## src/design/btcd_pkg.sv

```systemverilog
// Package with the item types, codes and fixed constants of the track-to-channel demultiplexer.
package btcd_pkg;

    localparam int WORD_BYTES       = 4;
    localparam int MAX_CHANNELS_DEF = 16;
    localparam int MAX_FAN_OUT_DEF  = 8;

    localparam int DATA_W     = 32;
    localparam int POS_W      = 5;
    localparam int BYTE_W     = 8;
    localparam int CFG_IDX_W  = 2;
    localparam int CFG_DATA_W = 5;

    // Positions at or beyond this limit read as zero.
    localparam int POS_LIMIT = (WORD_BYTES * 8 < DATA_W) ? WORD_BYTES * 8 : DATA_W;

    localparam logic [CFG_IDX_W-1:0] CFG_CHANNELS = 2'd0;
    localparam logic [CFG_IDX_W-1:0] CFG_FAN_LOG2 = 2'd1;

    localparam logic FUNC_MAP  = 1'b0;
    localparam logic FUNC_DATA = 1'b1;

    typedef struct packed {
        logic             func;
        logic [3:0]       map_channel;
        logic [2:0]       map_slot;
        logic [POS_W-1:0] track_pos;
        logic [DATA_W-1:0] data_word;
    } t_in_item;

    typedef struct packed {
        logic [3:0]        out_channel;
        logic [BYTE_W-1:0] channel_byte;
        logic              last;
    } t_out_item;

endpackage

```

## src/design/bit_track_channel_demux.sv

```systemverilog
// Top level of the track-to-channel bit demultiplexer: map memory, accumulator memory, pipeline.
//
// Map items (func 0) write one track position into the map and finish in the cycle they are
// accepted. A data item (func 1) is swept over the channels in use, one channel per cycle: the
// sweep reads the channel's map row and its accumulator from two synchronous memories, and the
// next stage picks the fan-out bits from the word, merges them into the accumulator and writes
// it back. A data item therefore occupies the sweep until all channels in use (1 to 16) are
// issued; the sweep issues one channel per cycle, one accumulator read and one write back
// each, with the write forwarded to a read of the same channel that directly follows it. The
// next item is accepted in the cycle that issues the last channel of the current
// one, so items follow each other without gaps. On the word that completes a sequence
// the stage emits one byte per channel in use, one per cycle, channel 0 first, the last one
// flagged; a one-entry output register separates the result channel, and the pipeline only
// stalls while that register is full and not taken. Writing either configuration register
// clears all accumulators and starts a fresh sequence; map entries hold their value until
// rewritten and must be written before a data item reads them.
module bit_track_channel_demux
    import btcd_pkg::*;
#(
    parameter int MAX_CHANNELS = MAX_CHANNELS_DEF,
    parameter int MAX_FAN_OUT  = MAX_FAN_OUT_DEF
) (
    input  logic                  i_clk,
    input  logic                  i_rst_n,
    input  logic                  i_in_valid,
    output logic                  o_in_ready,
    input  t_in_item              i_in_data,
    output logic                  o_out_valid,
    input  logic                  i_out_ready,
    output t_out_item             o_out_data,
    input  logic                  i_cfg_we,
    input  logic [CFG_IDX_W-1:0]  i_cfg_index,
    input  logic [CFG_DATA_W-1:0] i_cfg_data
);

    localparam int CH_W       = (MAX_CHANNELS > 1) ? $clog2(MAX_CHANNELS) : 1;
    localparam int SLOT_W     = (MAX_FAN_OUT > 1) ? $clog2(MAX_FAN_OUT) : 1;
    // Largest power of two not above MAX_FAN_OUT, as a log2.
    localparam int FAN_LG_MAX = $clog2(MAX_FAN_OUT + 1) - 1;

    typedef logic [MAX_FAN_OUT-1:0][POS_W-1:0] t_map_row;

    // Configuration registers and sequence position.
    logic [CFG_DATA_W-1:0] r_cfg_chans;
    logic [1:0]            r_cfg_fan;
    logic [2:0]            r_wis;

    // Memories.
    t_map_row          r_map_mem [MAX_CHANNELS];
    logic [BYTE_W-1:0] r_acc_mem [MAX_CHANNELS];
    logic [MAX_CHANNELS-1:0] r_acc_vld;

    // Channel sweep (issue stage).
    logic              r_seq_busy;
    logic [CH_W-1:0]   r_seq_ch;
    logic [CH_W-1:0]   r_seq_last;
    logic [DATA_W-1:0] r_seq_word;
    logic [2:0]        r_seq_base;
    logic [1:0]        r_seq_lg;
    logic              r_seq_emit;

    // Merge stage.
    logic              r_s2_valid;
    logic [CH_W-1:0]   r_s2_ch;
    logic              r_s2_last;
    logic [DATA_W-1:0] r_s2_word;
    logic [2:0]        r_s2_base;
    logic [1:0]        r_s2_lg;
    logic              r_s2_emit;
    t_map_row          r_map_rd;
    logic [BYTE_W-1:0] r_acc_rd;
    logic              r_acc_rd_vld;

    // Last accumulator write, kept for forwarding.
    logic              r_wr_en;
    logic [CH_W-1:0]   r_wr_ch;
    logic [BYTE_W-1:0] r_wr_data;

    // Output register.
    logic      r_out_valid;
    t_out_item r_out;

    logic              adv;
    logic              in_acc;
    logic              seq_free;
    logic [1:0]        eff_lg;
    logic [CH_W-1:0]   eff_last;
    logic              word_emit;
    logic [BYTE_W-1:0] acc_in;
    logic [BYTE_W-1:0] pick_bits;
    logic [BYTE_W-1:0] acc_new;
    logic [BYTE_W-1:0] wr_data;
    logic              map_ok;

    // The whole pipeline moves unless an emitted byte finds the output register blocked.
    assign adv      = !(r_s2_valid && r_s2_emit && r_out_valid && !i_out_ready);
    assign seq_free = !r_seq_busy || (r_seq_ch == r_seq_last);
    assign o_in_ready = adv && seq_free;
    assign in_acc   = i_in_valid && o_in_ready;

    always_comb begin
        if (r_cfg_fan > 2'(FAN_LG_MAX)) begin
            eff_lg = 2'(FAN_LG_MAX);
        end else begin
            eff_lg = r_cfg_fan;
        end
        if (r_cfg_chans == '0) begin
            eff_last = '0;
        end else if (r_cfg_chans > CFG_DATA_W'(MAX_CHANNELS)) begin
            eff_last = CH_W'(MAX_CHANNELS - 1);
        end else begin
            eff_last = CH_W'(r_cfg_chans - 1'b1);
        end
        // A sequence is complete after 8 >> lg words.
        word_emit = ({1'b0, r_wis} + 4'd1) >= (4'd8 >> eff_lg);
        map_ok = (32'(i_in_data.map_channel) < MAX_CHANNELS)
              && (32'(i_in_data.map_slot) < MAX_FAN_OUT);
    end

    // Sequence counter and configuration.
    always_ff @(posedge i_clk) begin
        if (!i_rst_n) begin
            r_cfg_chans <= CFG_DATA_W'(1);
            r_cfg_fan   <= '0;
            r_wis       <= '0;
        end else if (i_cfg_we) begin
            if (i_cfg_index == CFG_CHANNELS) begin
                r_cfg_chans <= i_cfg_data;
                r_wis       <= '0;
            end else if (i_cfg_index == CFG_FAN_LOG2) begin
                r_cfg_fan <= i_cfg_data[1:0];
                r_wis     <= '0;
            end
        end else if (in_acc && i_in_data.func == FUNC_DATA) begin
            r_wis <= word_emit ? 3'd0 : r_wis + 3'd1;
        end
    end

    // Map memory: one field of a row is written, one whole row is read per cycle while the pipeline advances.
    always_ff @(posedge i_clk) begin
        if (in_acc && i_in_data.func == FUNC_MAP && map_ok) begin
            r_map_mem[CH_W'(i_in_data.map_channel)][SLOT_W'(i_in_data.map_slot)]
                <= i_in_data.track_pos;
        end
        if (adv) begin
            r_map_rd <= r_map_mem[r_seq_ch];
        end
    end

    // Channel sweep.
    always_ff @(posedge i_clk) begin
        if (!i_rst_n) begin
            r_seq_busy <= 1'b0;
        end else if (adv) begin
            if (in_acc && i_in_data.func == FUNC_DATA) begin
                r_seq_busy <= 1'b1;
            end else if (seq_free) begin
                r_seq_busy <= 1'b0;
            end
        end
    end

    always_ff @(posedge i_clk) begin
        if (adv) begin
            if (in_acc && i_in_data.func == FUNC_DATA) begin
                r_seq_ch   <= '0;
                r_seq_last <= eff_last;
                r_seq_word <= i_in_data.data_word;
                r_seq_base <= 3'(r_wis << eff_lg);
                r_seq_lg   <= eff_lg;
                r_seq_emit <= word_emit;
            end else if (r_seq_busy && !seq_free) begin
                r_seq_ch <= r_seq_ch + 1'b1;
            end
        end
    end

    // Merge stage control.
    always_ff @(posedge i_clk) begin
        if (!i_rst_n) begin
            r_s2_valid <= 1'b0;
        end else if (adv) begin
            r_s2_valid <= r_seq_busy;
        end
    end

    always_ff @(posedge i_clk) begin
        if (adv) begin
            r_s2_ch      <= r_seq_ch;
            r_s2_last    <= (r_seq_ch == r_seq_last);
            r_s2_word    <= r_seq_word;
            r_s2_base    <= r_seq_base;
            r_s2_lg      <= r_seq_lg;
            r_s2_emit    <= r_seq_emit;
            r_acc_rd     <= r_acc_mem[r_seq_ch];
            r_acc_rd_vld <= r_acc_vld[r_seq_ch];
        end
    end

    // Pick the fan-out bits of this channel and merge them, earliest bit at the MSB.
    always_comb begin
        logic [2:0] dst;
        if (r_wr_en && r_wr_ch == r_s2_ch) begin
            acc_in = r_wr_data;
        end else if (r_acc_rd_vld) begin
            acc_in = r_acc_rd;
        end else begin
            acc_in = '0;
        end
        pick_bits = '0;
        for (int j = 0; j < MAX_FAN_OUT; j++) begin
            dst = 3'd7 - 3'(r_s2_base + 3'(j));
            if (j < (1 << r_s2_lg) && 32'(r_map_rd[j]) < POS_LIMIT) begin
                pick_bits[dst] = r_s2_word[r_map_rd[j]];
            end
        end
        acc_new = acc_in | pick_bits;
        wr_data = r_s2_emit ? '0 : acc_new;
    end

    // Accumulator memory with valid bits; a cleared entry reads as zero.
    always_ff @(posedge i_clk) begin
        if (adv && r_s2_valid) begin
            r_acc_mem[r_s2_ch] <= wr_data;
        end
        if (adv) begin
            r_wr_ch   <= r_s2_ch;
            r_wr_data <= wr_data;
        end
    end

    always_ff @(posedge i_clk) begin
        if (!i_rst_n) begin
            r_acc_vld <= '0;
            r_wr_en   <= 1'b0;
        end else if (i_cfg_we && (i_cfg_index == CFG_CHANNELS
                                  || i_cfg_index == CFG_FAN_LOG2)) begin
            r_acc_vld <= '0;
            r_wr_en   <= 1'b0;
        end else if (adv) begin
            r_wr_en <= r_s2_valid;
            if (r_s2_valid) begin
                r_acc_vld[r_s2_ch] <= 1'b1;
            end
        end
    end

    // Output register.
    always_ff @(posedge i_clk) begin
        if (!i_rst_n) begin
            r_out_valid <= 1'b0;
        end else if (adv && r_s2_valid && r_s2_emit) begin
            r_out_valid <= 1'b1;
        end else if (i_out_ready) begin
            r_out_valid <= 1'b0;
        end
    end

    always_ff @(posedge i_clk) begin
        if (adv && r_s2_valid && r_s2_emit) begin
            r_out.out_channel  <= 4'(r_s2_ch);
            r_out.channel_byte <= acc_new;
            r_out.last         <= r_s2_last;
        end
    end

    assign o_out_valid = r_out_valid;
    assign o_out_data  = r_out;

`ifndef SYNTHESIS
    // A new item is only taken when the sweep is idle or on its last channel.
    a_ready_sweep : assert property (@(posedge i_clk) disable iff (!i_rst_n)
        o_in_ready |-> (!r_seq_busy || r_seq_ch == r_seq_last))
        else $error("input ready while the channel sweep is mid-word");

    // A write to the channel-count register leaves every accumulator cleared.
    a_cfg_clear : assert property (@(posedge i_clk) disable iff (!i_rst_n)
        (i_cfg_we && i_cfg_index == CFG_CHANNELS) |=> (r_acc_vld == '0))
        else $error("accumulators not cleared by configuration write");

    // An emitted byte that moves on always shows up in the output register.
    a_emit_out : assert property (@(posedge i_clk) disable iff (!i_rst_n)
        (r_s2_valid && r_s2_emit && adv) |=> o_out_valid)
        else $error("emitted byte lost before the output register");

    // The pipeline only stalls while a byte waits at the output.
    a_stall_cause : assert property (@(posedge i_clk) disable iff (!i_rst_n)
        !adv |-> (o_out_valid && !i_out_ready))
        else $error("pipeline stalled without output back-pressure");
`endif

endmodule
```

## config.mk

```make
export PLATFORM = sky130hd
export DESIGN_NAME = bit_track_channel_demux
export DESIGN_NICKNAME = d
export VERILOG_FILES = /design/src/design/btcd_pkg.sv /design/src/design/bit_track_channel_demux.sv
export SDC_FILE = /design/constraint.sdc
export NUM_CORES = 1
export LEC_CHECK = 0
export BUFFER_PORTS_ARGS = -buffer_cell sky130_fd_sc_hd__buf_2
export CAP_MARGIN = 20
export CORE_UTILIZATION = 33
export DETAILED_ROUTE_END_ITERATION = 6
export GPL_TIMING_DRIVEN = 0
export PLACE_DENSITY = 0.46
export SYNTH_ARGS = -nofsm -noshare
export SYNTH_HDL_FRONTEND = slang
export SYNTH_SLANG_ARGS = --single-unit
```

## constraint.sdc

```tcl
create_clock -name i_clk -period 10.32 [get_ports i_clk]
set_input_delay 3.096 -clock i_clk [delete_from_list [all_inputs] [get_ports i_clk]]
set_output_delay 3.096 -clock i_clk [all_outputs]
set_load 0.01 [all_outputs]
```

==> metrics.txt <==
status=finished, final reports clean; post-synthesis sequential area ratio=0.7266; Via-to-Cell Ratio=5.304; period utilisation layout=0.7395; Slew @ Worst Pin=1108 ps; CTS clk-pin slew, worst paths=60 ps; Min Hold Slack=412.7 ps; Net Count, Synth=2112; Yosys cell types=61; dpl ws=2619 ps; EDFF count, synth=931; Worst Hold Class=reg -> reg; H-tree depth=3; Post-CTS Resized=0; clock buffer depth=3; met3 Usage GRT=0.03204; final hold violation count=0; root buffer cell=clkbuf_16; Detail Route Antenna Nets=0; Setup Viol. Count Final=0; Worst Min Path Start=r_seq_word[13]$_DFFE_PP_; Synth Area in Simple Gates=0.04896; All-Layer GR Usage=0.1802; Post-Syn Area per Cell=19.21 sq um; hpwl dp=74.14 mm; Top delay family on crit path=simple AND/OR/NAND/NOR gates; flop-to-flop setup slack=6180 ps; Critical Path RT=7220 ps; startpoint types=input pin; Synth Area in Compound Gates=0.02725; IO buf count=71; most used cell, CP=buf_2; maximum VDD drop=0.0001601 V; fin cells=3897; grt peak-use layer=met2; Max Cap Viol=0; fraction of registers with async set/reset=0; largest family of logic cells by synthesized area=multiplexers; max incr delay on CP=360 ps; Max transition margin=0.2612; Worst-Skew Late Latency=690 ps; FF-to-FF End=r_map_mem[1][18]$_DFFE_PP_; chip width=347.1 um; mux contribution to synthesized area=0.1787; Post-CTS Setup Inserts=0; reg2reg path depth=10; crit path capture type=output pin; clk sinks=961; flops & latches, synth=961; M2 GR Usage=0.2935; synthesis warning total=0; Buffers & Inverters on Critical Path=3; Leak Pwr=14.69 nW; CTS tree=yes; Hold Path Cell Cnt=0; critical path class=in -> out; Filler cells=10620; setup TNS=0 ps; unrepaired setup endpoints after global routing=false; Synth Instances=2046; CP max FO=52; post-synthesis adder-cell area fraction=0.003375; RD Place Congestion=0.8326; Worst Setup Slack, final=2689 ps; DRC viols=0; IO Count=72; DRT Wirelength=108.3 mm; final net count=2334; core area=118100 sq um; hold endpoint=r_s2_word[13]$_DFFE_PN_; Final Skew=23.68 ps; row count=126; Cell Chain, Critical Path=buf_2 -> nand2b_1 -> nor2_1 -> inv_4 -> and2_1 -> buf_2; Synth Flop Type=edfxtp_1; vias in the first global route=21690; DP Cell Count=3686; Max Freq=131.0 MHz; RR Startpoint=r_s2_emit$_DFFE_PN_; arrival time at the worst endpoint=4540 ps; die height=347.1 um; antenna violations before repair=8; Area growth syn-to-layout=16.76%; drt first pass iters=7; first-pass GRT wire length=156.3 mm; die footprint=120500 sq um; WL/cell=27.78 um; max-slew violations=0; GR Layer Usage met1=0.2493; CTS Hold Buffers Added=0; CTS Buf Count=107; initial DRC count=1764; via total after detailed routing=20670; initial core utilization=0.3328; grt total ovfl=0; min Tclk post-route=7631 ps; largest net degree at the start of global routing=94; xor-xnor portion of the synthesized cell area=0.003120; layout cells sized above 1=0.2494; cell at the slowest stage of the critical path=inv_4; P per Cell Area=202.7 nW/um^2; post-synthesis cell area=39300 sq um
## flip-flops by register name (all words and copies together), names as in the netlist, 3 cells and up
signal,cells
r_map_mem,640
r_acc_mem,128
r_map_rd,40
r_s2_word,32
r_seq_word,32
r_acc_vld,16
o_out_data,13
r_acc_rd,8
r_wr_data,8
r_cfg_chans,5
r_s2_ch,4
r_seq_ch,4
r_seq_last,4
r_wr_ch,4
r_s2_base,3
r_seq_base,3
r_wis,3
## power breakdown
part	leakage, nW	switching [mW]	internal (mW)
registers	8.88	0.0614	4.37
clock network	1.77	1.58	2.35
logic	4.05	0.561	0.372
## stage by stage
step / total power, mW / utilization / instance area (sq um)
after detailed placement: 5.457 / 0.3570 / 42150
final: 9.302 / 0.3886 / 45890
after global routing: 9.595 / 0.3886 / 45880
after floorplan: 5.039 / - / 39300
after CTS: 9.397 / 0.3878 / 45790
after global placement: 5.425 / 0.3521 / 41580
## cell usage in the layout (no fill, tap or decap), types with 19 or more instances in the layout
cell	count
buf_8	20
nand2_1	95
nor2_1	189
buf_2	85
nand3_1	40
o21ai_0	19
buf_1	25
mux2i_1	93
nor2b_1	27
a21oi_1	25
a22oi_1	20
dfxtp_1	30
clkbuf_16	109
clkbuf_1	72
edfxtp_1	931
mux4_2	270
clkinv_2	23
## metal layers
| layer | part of all wire | wire length (um) |
|---|---|---|
| met1 | 0.44 | 48080 |
| met2 | 0.48 | 51830 |
| met3 | 0.055 | 5934 |
| met4 | 0.022 | 2391 |
| met5 | 0.00011 | 12 |
## worst max path at each step
| stage | cells after the start | start | slack, ps | endpoint |
|---|---|---|---|---|
| finish | 6 | i_out_ready | 2690 | o_in_ready |
| global route | 6 | i_out_ready | 2570 | o_in_ready |
| CTS | 6 | i_out_ready | 2620 | o_in_ready |
| detailed placement | 6 | i_out_ready | 2620 | o_in_ready |
| global placement | 6 | i_out_ready | 140 | o_in_ready |
| floorplan | 4 | i_out_ready | 1470 | o_in_ready |
## final cells by class
| cell class | instances | area, sq um | area share |
|---|---|---|---|
| plain buffers | 99 | 410.4 | 0.008943 |
| multi-input cells | 970 | 10310 | 0.2246 |
| clock buffers | 131 | 2830 | 0.06167 |
| flip-flops and latches | 961 | 28560 | 0.6223 |
| repair buffers | 113 | 984.7 | 0.02146 |
| well taps | 1536 | 1922 | 0.04188 |
| clock inverters | 68 | 809.5 | 0.01764 |
| inverters | 16 | 62.56 | 0.001363 |
| diodes | 3 | 7.507 | 0.0001636 |
## kinds of logic (layout without fill, tap and decap cells)
kind of cell	Yosys count	in the layout
and+or+nand+nor	429	429
buffers and inverters	115	427
DFF	961	961
xor gates and xnor gates	14	14
AOI/OAI and AO/OA	152	152
adders and majority gates	11	11
muxes	364	364
other	0	3
## synth_stat cells (12+ instances only)
library cell,n,area share
nor3_1,14,0.0018
nand2_1,95,0.0091
mux4_2,270,0.15
buf_1,25,0.0024
nand2b_1,18,0.0029
a21oi_1,25,0.0032
nor2_1,189,0.018
nand3_1,40,0.0051
dfxtp_1,30,0.015
edfxtp_1,931,0.71
nand4_1,12,0.0019
o21a_1,18,0.0034
a22oi_1,20,0.0038
and2_1,12,0.0019
inv_1,15,0.0014
nor2b_1,27,0.0043
clkbuf_1,52,0.0050
mux2i_1,93,0.024
o21ai_0,19,0.0024
buf_2,19,0.0024
Note: power is estimated with default switching activity, not from simulation.
